[config.mk]
export PLATFORM = sky130hd
export DESIGN_NAME = i128alu_seq
export DESIGN_NICKNAME = d
export VERILOG_FILES = /design/src/hdl/i128alu_pkg.sv /design/src/hdl/i128alu_seq.sv
export SDC_FILE = /design/constraint.sdc
export NUM_CORES = 1
export LEC_CHECK = 0
export ABC_AREA = 1
export BUFFER_PORTS_ARGS = -buffer_cell sky130_fd_sc_hd__buf_2
export CAP_MARGIN = 20
export CORE_MARGIN = 2
export CORE_UTILIZATION = 35
export CTS_CLUSTER_SIZE = 16
export DETAILED_ROUTE_END_ITERATION = 10
export SYNTH_ARGS = -nofsm -noshare
export SYNTH_HDL_FRONTEND = slang
export SYNTH_SLANG_ARGS = --single-unit
[constraint.sdc]
create_clock -name clk -period 1.7 [get_ports clk]
set_clock_uncertainty 0.1 [all_clocks]
set_input_delay 0.255 -clock clk [delete_from_list [all_inputs] [get_ports clk]]
set_output_delay 0.255 -clock clk [all_outputs]
set_load 0.005 [all_outputs]
[src/hdl/i128alu_pkg.sv]
// Package for the signed ALU: codes, payload structs, shared constants.
// No dependencies.
package i128alu_pkg;
  localparam int unsigned WordBitsDefault = 128;
  localparam int unsigned HalfBits = 64;
  localparam int unsigned FullBits = 128;

  localparam logic [3:0] FuncAdd = 4'd0;
  localparam logic [3:0] FuncSub = 4'd1;
  localparam logic [3:0] FuncNeg = 4'd2;
  localparam logic [3:0] FuncMul = 4'd3;
  localparam logic [3:0] FuncDiv = 4'd4;
  localparam logic [3:0] FuncRem = 4'd5;
  localparam logic [3:0] FuncLess = 4'd6;
  localparam logic [3:0] FuncEqual = 4'd7;
  localparam logic [3:0] FuncShl = 4'd8;
  localparam logic [3:0] FuncShr = 4'd9;

  typedef struct packed {
    logic [3:0] func;
    logic signed [63:0] a_hi;
    logic [63:0] a_lo;
    logic signed [63:0] b_hi;
    logic [63:0] b_lo;
    logic [6:0] shift_amount;
  } alu_in_t;

  typedef struct packed {
    logic signed [63:0] res_hi;
    logic [63:0] res_lo;
    logic div_zero;
  } alu_out_t;

  // Step commands from sequencer to the shared datapath.
  typedef struct packed {
    logic load;
    logic div_step;
    logic mul_step;
    logic finish;
  } alu_ctl_t;
endpackage

[src/hdl/i128alu_seq.sv]
// Sequencer: load, WORD_BITS steps for mul/div/rem, finish, then output.
// Uses i128alu_pkg.
module i128alu_seq #(
  parameter int unsigned WORD_BITS = i128alu_pkg::WordBitsDefault
) (
  input  logic                  clk,
  input  logic                  rst,
  input  logic                  in_valid,
  input  logic [3:0]            in_func,
  input  logic                  out_stall,
  output logic                  in_stall,
  output logic                  out_valid,
  output i128alu_pkg::alu_ctl_t ctl
);
  import i128alu_pkg::*;

  typedef enum logic [2:0] {S_IDLE, S_MUL, S_DIV, S_FIN, S_OUT} state_t;
  state_t state;
  logic [$clog2(WORD_BITS+1)-1:0] cnt;

  assign in_stall = (state != S_IDLE);
  always_comb begin
    ctl.load = (state == S_IDLE) && in_valid;
    ctl.mul_step = (state == S_MUL);
    ctl.div_step = (state == S_DIV);
    ctl.finish = (state == S_FIN);
  end

  // Hold state, count iterations, register output valid.
  always_ff @(posedge clk) begin
    if (rst) begin
      state <= S_IDLE;
      cnt <= '0;
      out_valid <= 1'b0;
    end else begin
      unique case (state)
        S_IDLE: if (in_valid) begin
          cnt <= '0;
          if (in_func == FuncMul) state <= S_MUL;
          else if (in_func == FuncDiv || in_func == FuncRem) state <= S_DIV;
          else state <= S_FIN;
        end
        S_MUL, S_DIV: begin
          cnt <= cnt + 1'b1;
          if (32'(cnt) == WORD_BITS - 1) state <= S_FIN;
        end
        S_FIN: begin
          out_valid <= 1'b1;
          state <= S_OUT;
        end
        S_OUT: if (!out_stall) begin
          out_valid <= 1'b0;
          state <= S_IDLE;
        end
        default: state <= S_IDLE;
      endcase
    end
  end
endmodule

## After elaboration in Yosys (flattened, before gate mapping)

Cells that the tools add are included.

| storage, ports and cells | value |
|---|---|
| word-level logic and storage cells | 35 |
| input bits | 8 |
| bits in registers | 12 |
| output and inout bits | 6 |

| operators by class | value |
|---|---|
| $add $sub $neg | 1 |
| reductions and logical operators | 10 |
| equal/unequal tests | 11 |
| multiplexer cells | 10 |

Operator list:

| kind | count |
|---|---|
| case mux 8 bit (2 select lines) | 1 |
| case mux 3 bit (4 select lines) | 1 |
| two-way mux 3 bit | 3 |
| adder 8 x 1 -> 8 bit, second input constant | 1 |
| == test 4 x 3 -> 1 bit, second input constant | 2 |
| == test 8 x 7 -> 1 bit, second input constant | 1 |
| two-way mux 8 bit | 1 |
| == test 3 x 2 -> 1 bit, second input constant | 2 |
| != test 2 bit, second input constant | 3 |
| == test 4 x 2 -> 1 bit, second input constant | 1 |
| AND reduction 2 bit | 2 |
| nonzero test 2 bit | 2 |
| == test 3 x 1 -> 1 bit, second input constant | 1 |
| == test 3 bit, second input constant | 1 |
| logical NOT 3 bit | 1 |
| AND reduction 3 bit | 1 |
| nonzero test 3 bit | 1 |
| two-way mux 1 bit | 2 |
| two-way mux 2 bit | 1 |
| case mux 1 bit (2 select lines) | 1 |
| OR reduction 2 bit | 1 |
| logical AND 1 bit | 1 |
| logical OR 1 bit | 1 |

## Logic depth before layout (Yosys ltp)

Gate-level depths: netlist of the first run.

| logic depth | value |
|---|---|
| word-level depth | 6 |
| mapped depth | 9 |

## Least setup slack after synthesis of the first run

No wires, ideal clock.

| timing path | value |
|---|---|
| path type | flip-flop to flip-flop |
| from | reg cnt[0] |
| to | reg state[1] |
| buffers on the path | 0 |
| period minus slack after synthesis | 1284 ps |
| required time | 1487 ps |
| arrival time | 1071 ps |
| library setup time | 113 ps |
| path slack | 416 ps |
| cell stages (with the launch flop) | 9 |
| cell sequence | dfxtp_1 -> ha_1 -> nand2_1 -> nor2_1 -> nand3_1 -> nand2_4 -> nand2_2 -> nor2_1 -> nor2_1 |

| between the ends | value |
|---|---|
| word-level cells in the longest chain between the ends | 3 |

RTL lines:

| item | line | text |
|---|---|---|
| start: declaration | i128alu_seq.sv:19 | `logic [$clog2(WORD_BITS+1)-1:0] cnt;` |
| start signal: assignment | i128alu_seq.sv:44 | `cnt <= cnt + 1'b1;` |
| == test 8 x 7 -> 1 bit | i128alu_seq.sv:45 | `if (32'(cnt) == WORD_BITS - 1) state <= S_FIN;` |
| != test 2 bit (no line) | n/a |  |
| AND reduction 3 bit (no line) | n/a |  |
| end signal: assignment | i128alu_seq.sv:45 |  |
| end signal: assignment | i128alu_seq.sv:49 | `state <= S_OUT;` |
| end signal: assignment | i128alu_seq.sv:53 | `state <= S_IDLE;` |
| end: declaration | i128alu_seq.sv:18 | `state_t state;` |

No other way between the ends.
A chain may end at the register's enable or synchronous reset.

==> run metrics, run 1 <==
vias in the first global route 640; routability cong. 0.806; Placement Rows 16; CTS Root Cell clkbuf_4; Initial Util 0.380; design area 870 um^2; synthesized area per cell 6.73 um^2; TritonCTS buffer count 3; GRT Util Overall 0.133; H-Tree Depth 1; die height 50.6 um; drt via density 4.53; Reg2Reg Depth 9; io pins 14; Longest Clk Path Bufs 2; Final ANT Viol Nets 0; final net count 138; Levels on crit path 4; min Tclk post-route 1.59 ns; Chip Width 50.6 um; critical path launch point type flip-flop; Hold Startpoint rst; first-pass GRT wire length 2.65 mm; DPL Wire Length 1.24 mm; Synth Cell Area 761 um^2; Crit. Startpoint state[1]; Storage cell area 240 um^2; Finished Layout Cells 154; Area after DPL 845 um^2; CTS tree done; Post-Syn Instances 113; period utilization 0.933; syn nets 122; EDFF count, synth 0; Synth cell types 26; Worst Hold Class in2reg; Multi-input gate area 428 um^2; buffers added on ports 13; P_leak 0.000415 uW; maximum clock frequency 631 MHz; placed cells 151; largest net degree at the start of global routing 12; worst hold stages 2; ANT cells 0; worst flop-to-flop path startpoint cnt[0]; fillers 224; clk_lat worst skew 0.27 ns; P&R area growth vs syn 14.3%; Die ar. 2560 um^2; Hold Fails Final Rpt 0; FFs w/ async S/R, synth 0; Pwr Total 1140 uW; Max Slew Vio Count 0; DRC 0; CP Capture Type primary output; Power Dens Cells 1310 nW/um^2; YS warnings 0; via count 698; clock sinks 12; GR Overflow Total 0; worst vdd ir 0.760 mV; setup TNS 0 ns; Max-slew headroom 0.815; data arrival time of the critical path 1.23 ns; Crit path max-delay family simple AND/OR/NAND/NOR gates; critical path type reg2out; WP data required 1.34 ns; CORE AREA 2000 um^2; Setup Fix Bufs, Post-CTS 0; CP bufs+invs 1; CP max FO 5; #FFs+latches synth 12; hold_buf cts 0; # setup viols final 0; crit path cell chain nor2_2 -> nand2_4 -> nor2_8 -> buf_2; initial antenna violation count 0; measured slew at the worst slew-check pin 0.277 ns; Max stage delay on crit path 0.35 ns; Worst Hold Margin 0.161 ns; outcome complete, no violations; WL per Instance 10.1 um; ys flop type dfxtp_1; Seq/Total Area, Yosys 0.316; Total Wirelength 1.56 mm; share of cells above drive strength 1 0.260; slowest CP cell dfxtp_1; DRT iter0 DRCs 30; RSZ-0062 raised after global routing no; Clock transition at path regs 0.08 ns; router iterations before antenna repair 4; max_cap viols 0
synthesized netlist by cell type, types with 2 or more instances:
master   count  area share
a21oi_1      9       0.059
nand2_1     24        0.12
inv_1       17       0.084
nand2_4      3       0.044
nand3_2      2       0.026
nand3_1     12       0.079
a21oi_2      2       0.023
inv_2        3       0.015
nor2_1      11       0.054
dfxtp_1     12        0.32
o21ai_0      3       0.020
flip-flops by register name, summed over array words and instances, names as in the netlist:
register and cells:
state 3, cnt 8, out_valid 1
where the power goes:
group          switching [uW]  internal, uW
sequential               48.9           330
clock                    91.5          81.8
combinational             374           211
worst paths after layout:
check | slack (ns) | endpoint
hold / removal | 0.16 | cnt[3]
setup reg to reg | 0.23 | state[1]
setup / recovery | 0.11 | ctl[3]
hold reg to reg | 0.37 | out_valid
worst reg2reg max path: cells and delay by family (launching register included):
kind / cells / cell delay, ns
DFF: 1 / 0.37
adders and majority gates: 1 / 0.18
and+or+nand+nor: 8 / 0.76
per-stage QoR:
step / util / worst slack [ns]
2_1_floorplan: - / 0.416
3_3_place_gp: 0.422 / 0.216
3_5_place_dp: 0.422 / 0.210
4_1_cts: 0.433 / 0.118
5_1_grt: 0.434 / 0.0266
6_report: 0.434 / 0.115
placed cells by master, fill, tap and decap left out, drive strengths merged:
cell type	n
xor2	1
clkinv	1
clkbuf	3
ha	1
o21ai	4
a21oi	11
nor2	14
nand3b	1
nor3	1
buf	13
o21bai	1
dfxtp	12
inv	20
or2	1
nand3	14
nand4	1
nand2	28
cell families (layout without fill, tap and decap cells):
logic type,Yosys count,in the layout,synth area share
buffers and inverters,23,37,0.125
adders and majority gates,1,1,0.0164
DFF,12,12,0.316
AOI/OAI and AO/OA,16,16,0.118
and+or+nand+nor,60,60,0.413
xor gates and xnor gates,1,1,0.0115
metal layers:
metal  share of wire  vias up  global-route usage
met3           0.035        0              0.0298
li1                -      385                   -
met1            0.51      300               0.186
met5               0        -                   0
met4               0        0              0.0270
met2            0.45       13               0.211
repair_timing:
item | CTS | global route
gates resized for setup | 0 | 1
endpoints found under the hold margin | 0 | 0
setup endpoints to repair | 0 | 1
cell type report:
cell class | count | share of cell area
Multi-Input combinational cell | 78 | 0.492
Tap cell | 27 | 0.0388
Clock buffer | 3 | 0.0259
Timing Repair Buffer | 13 | 0.0748
Sequential cell | 12 | 0.276
Inverter | 21 | 0.0921
(Power assumes the default switching activity.)
==> run 2, diff against run 1 <==
==> constraint.sdc (replaced) <==
create_clock -name clk -period 1.5 [get_ports clk]
set_clock_uncertainty 0.1 [all_clocks]
set_input_delay 0.225 -clock clk [delete_from_list [all_inputs] [get_ports clk]]
set_output_delay 0.225 -clock clk [all_outputs]
set_load 0.005 [all_outputs]
==> run 2 against run 1 <==
  * Utilization grew 2.1 points
  * Total power grew 20%
  * Non-clock buffer count grew 2
  * Final area grew 4.9%
  * Die area is the same
  * Worst setup slack lost 0.066 ns
  * Routed wire length grew 1.5%
  * Cell count grew 1.3%
  * Global-route usage grew 0.25 points
  * Critical path type unchanged
  * Largest power group unchanged
  * Highest routed layer is now met4
==> run metrics, run 2 (synthesized netlist as in run 1, its figures left out) <==
DRT iter0 DRCs 24 (-20%); share of cells above drive strength 1 0.333 (+0.0735); critical path launch point type flip-flop; GRT Util Overall 0.136 (+0.00250); measured slew at the worst slew-check pin 0.226 ns (-0.0514 ns); Hold Path End cnt[1]; Die ar. 2560 um^2 (unchanged); drt via density 4.62 (+1.8%); Hold Startpoint rst; Worst Hold Class in2reg; Top reg by flops cnt; Final ANT Viol Nets 0 (unchanged); router iterations before antenna repair 4 (unchanged); Multi-input gate area 450 um^2 (+5.3%); Max Slew Vio Count 0 (unchanged); P&R area growth vs syn 19.9%; Initial Util 0.380 (unchanged); Critical R2R Capture state[1]; io pins 14 (unchanged); Hold Fails Final Rpt 0 (unchanged); CP max FO 4 (-1); outcome complete, no violations; period utilization 0.967; design area 912 um^2 (+4.9%); routability cong. 0.806 (unchanged); die height 50.6 um (unchanged); Total Wirelength 1.58 mm (+1.5%); Pwr Total 1370 uW (+20%); ANT cells 0 (unchanged); fillers 218 (-2.7%); commonest non-fill, non-tap cell in the layout nand2_1; Reg2Reg Depth 8 (-1); commonest cells after routing, fill and taps aside 23 x nand2_1, 17 x inv_1, 13 x buf_2; # setup viols final 0 (unchanged); via count 720 (+3.2%); Storage cell area 245 um^2 (+2.1%); Longest Clk Path Bufs 2 (unchanged); GR Overflow Total 0 (unchanged); Placement Rows 16 (unchanged); first-pass GRT wire length 2.70 mm (+1.8%); Largest regs cnt (8), state (3), out_valid (1); CORE AREA 2000 um^2 (unchanged); reg-to-reg slack, setup 0.13 ns (-0.10 ns); DPL Wire Length 1.24 mm (unchanged); worst flop-to-flop path startpoint cnt[0]; critical path type reg2out; placed cells 151 (unchanged); min Tclk post-route 1.45 ns; Chip Width 50.6 um (unchanged); WP data required 1.17 ns (-0.17 ns); worst hold stages 2 (unchanged); setup TNS 0 ns (unchanged); maximum clock frequency 689 MHz; TritonCTS buffer count 3 (unchanged); Area after DPL 845 um^2 (unchanged); clk_lat worst skew 0.27 ns (about the same); final net count 140 (+1.4%); P_leak 0.000425 uW (+2.6%); Max-slew headroom 0.848 (+0.0333); H-Tree Depth 1 (unchanged); vias in the first global route 651 (+1.7%); buffers added on ports 13 (unchanged); Largest register FFs 8 (unchanged); DRC 0 (unchanged); Finished Layout Cells 156 (+1.3%); CTS tree done; clock sinks 12 (unchanged); largest net degree at the start of global routing 12 (unchanged); worst vdd ir 0.899 mV (+18%); CTS Root Cell clkbuf_4; Crit. Startpoint state[0]; data arrival time of the critical path 1.13 ns (-0.10 ns); WL per Instance 10.1 um (+0.24%); initial antenna violation count 0 (unchanged); Power Dens Cells 1500 nW/um^2 (+15%); Clock transition at path regs 0.08 ns (about the same); max_cap viols 0 (unchanged); CP Capture Type primary output
run 2: cell count changes in the layout (fill, tap and decap cells not counted), sizes merged:
cell	change
buf	+2
run 2: metrics by stage:
step / util / hold WS [ns] / setup WS, ns
after floorplan: - / 0.312 / 0.216
after global placement: 0.422 / 0.361 / 0.0158
after detailed placement: 0.422 / 0.368 / 0.0105
after CTS: 0.437 / 0.130 / 0.0148
after global routing: 0.456 / 0.135 / -0.00147
final: 0.456 / 0.127 / 0.0488
run 2: timing repair:
| action | in CTS | in global routing |
|---|---|---|
| pin swaps | 0 | 2 |
| setup buffers | 0 | 2 |
| endpoints found under the hold margin | 0 | 0 |
| resized for setup | 2 | 9 |
| setup endpoints to repair | 2 | 4 |
| hold buffers | 0 | 0 |
run 2: report_power, final:
group          internal [uW]  switching (uW)
clock                   92.7             103
sequential               384            64.3
combinational            286             439
total                    763             607
run 2: layer usage:
metal | share of wire | GRT usage | wire length, um | vias up
met5 | 0 | 0 | 0 | -
met4 | 0.0063 | 0.0270 | 10 | 0
met3 | 0.031 | 0.0298 | 49 | 2
met2 | 0.45 | 0.219 | 706 | 12
met1 | 0.52 | 0.186 | 817 | 316
li1 | - | - | - | 390
run 2: how the worst max path moves through the flow:
stage | endpoint | slack [ns] | cells past startpoint
finish | ctl[3] | 0.05 | 4
global route | ctl[3] | -0.001 | 4
CTS | ctl[0] | 0.01 | 3
detailed placement | state[1] | 0.01 | 9
global placement | state[1] | 0.02 | 9
floorplan | state[1] | 0.22 | 8
run 2: area by class of cell:
type,instances,share of cell area
inverter,21,0.0878
sequential,12,0.269
multi-input combinational,78,0.494
timing repair buffer,15,0.0878
clock buffer,3,0.0247
tap,27,0.0370
run 2: critical path: stages, from the launching register on:
cell and delay [ns]:
dfxtp_2 0.36, nor2_4 0.18, nand2_4 0.10, nor2_8 0.11, buf_2 0.12
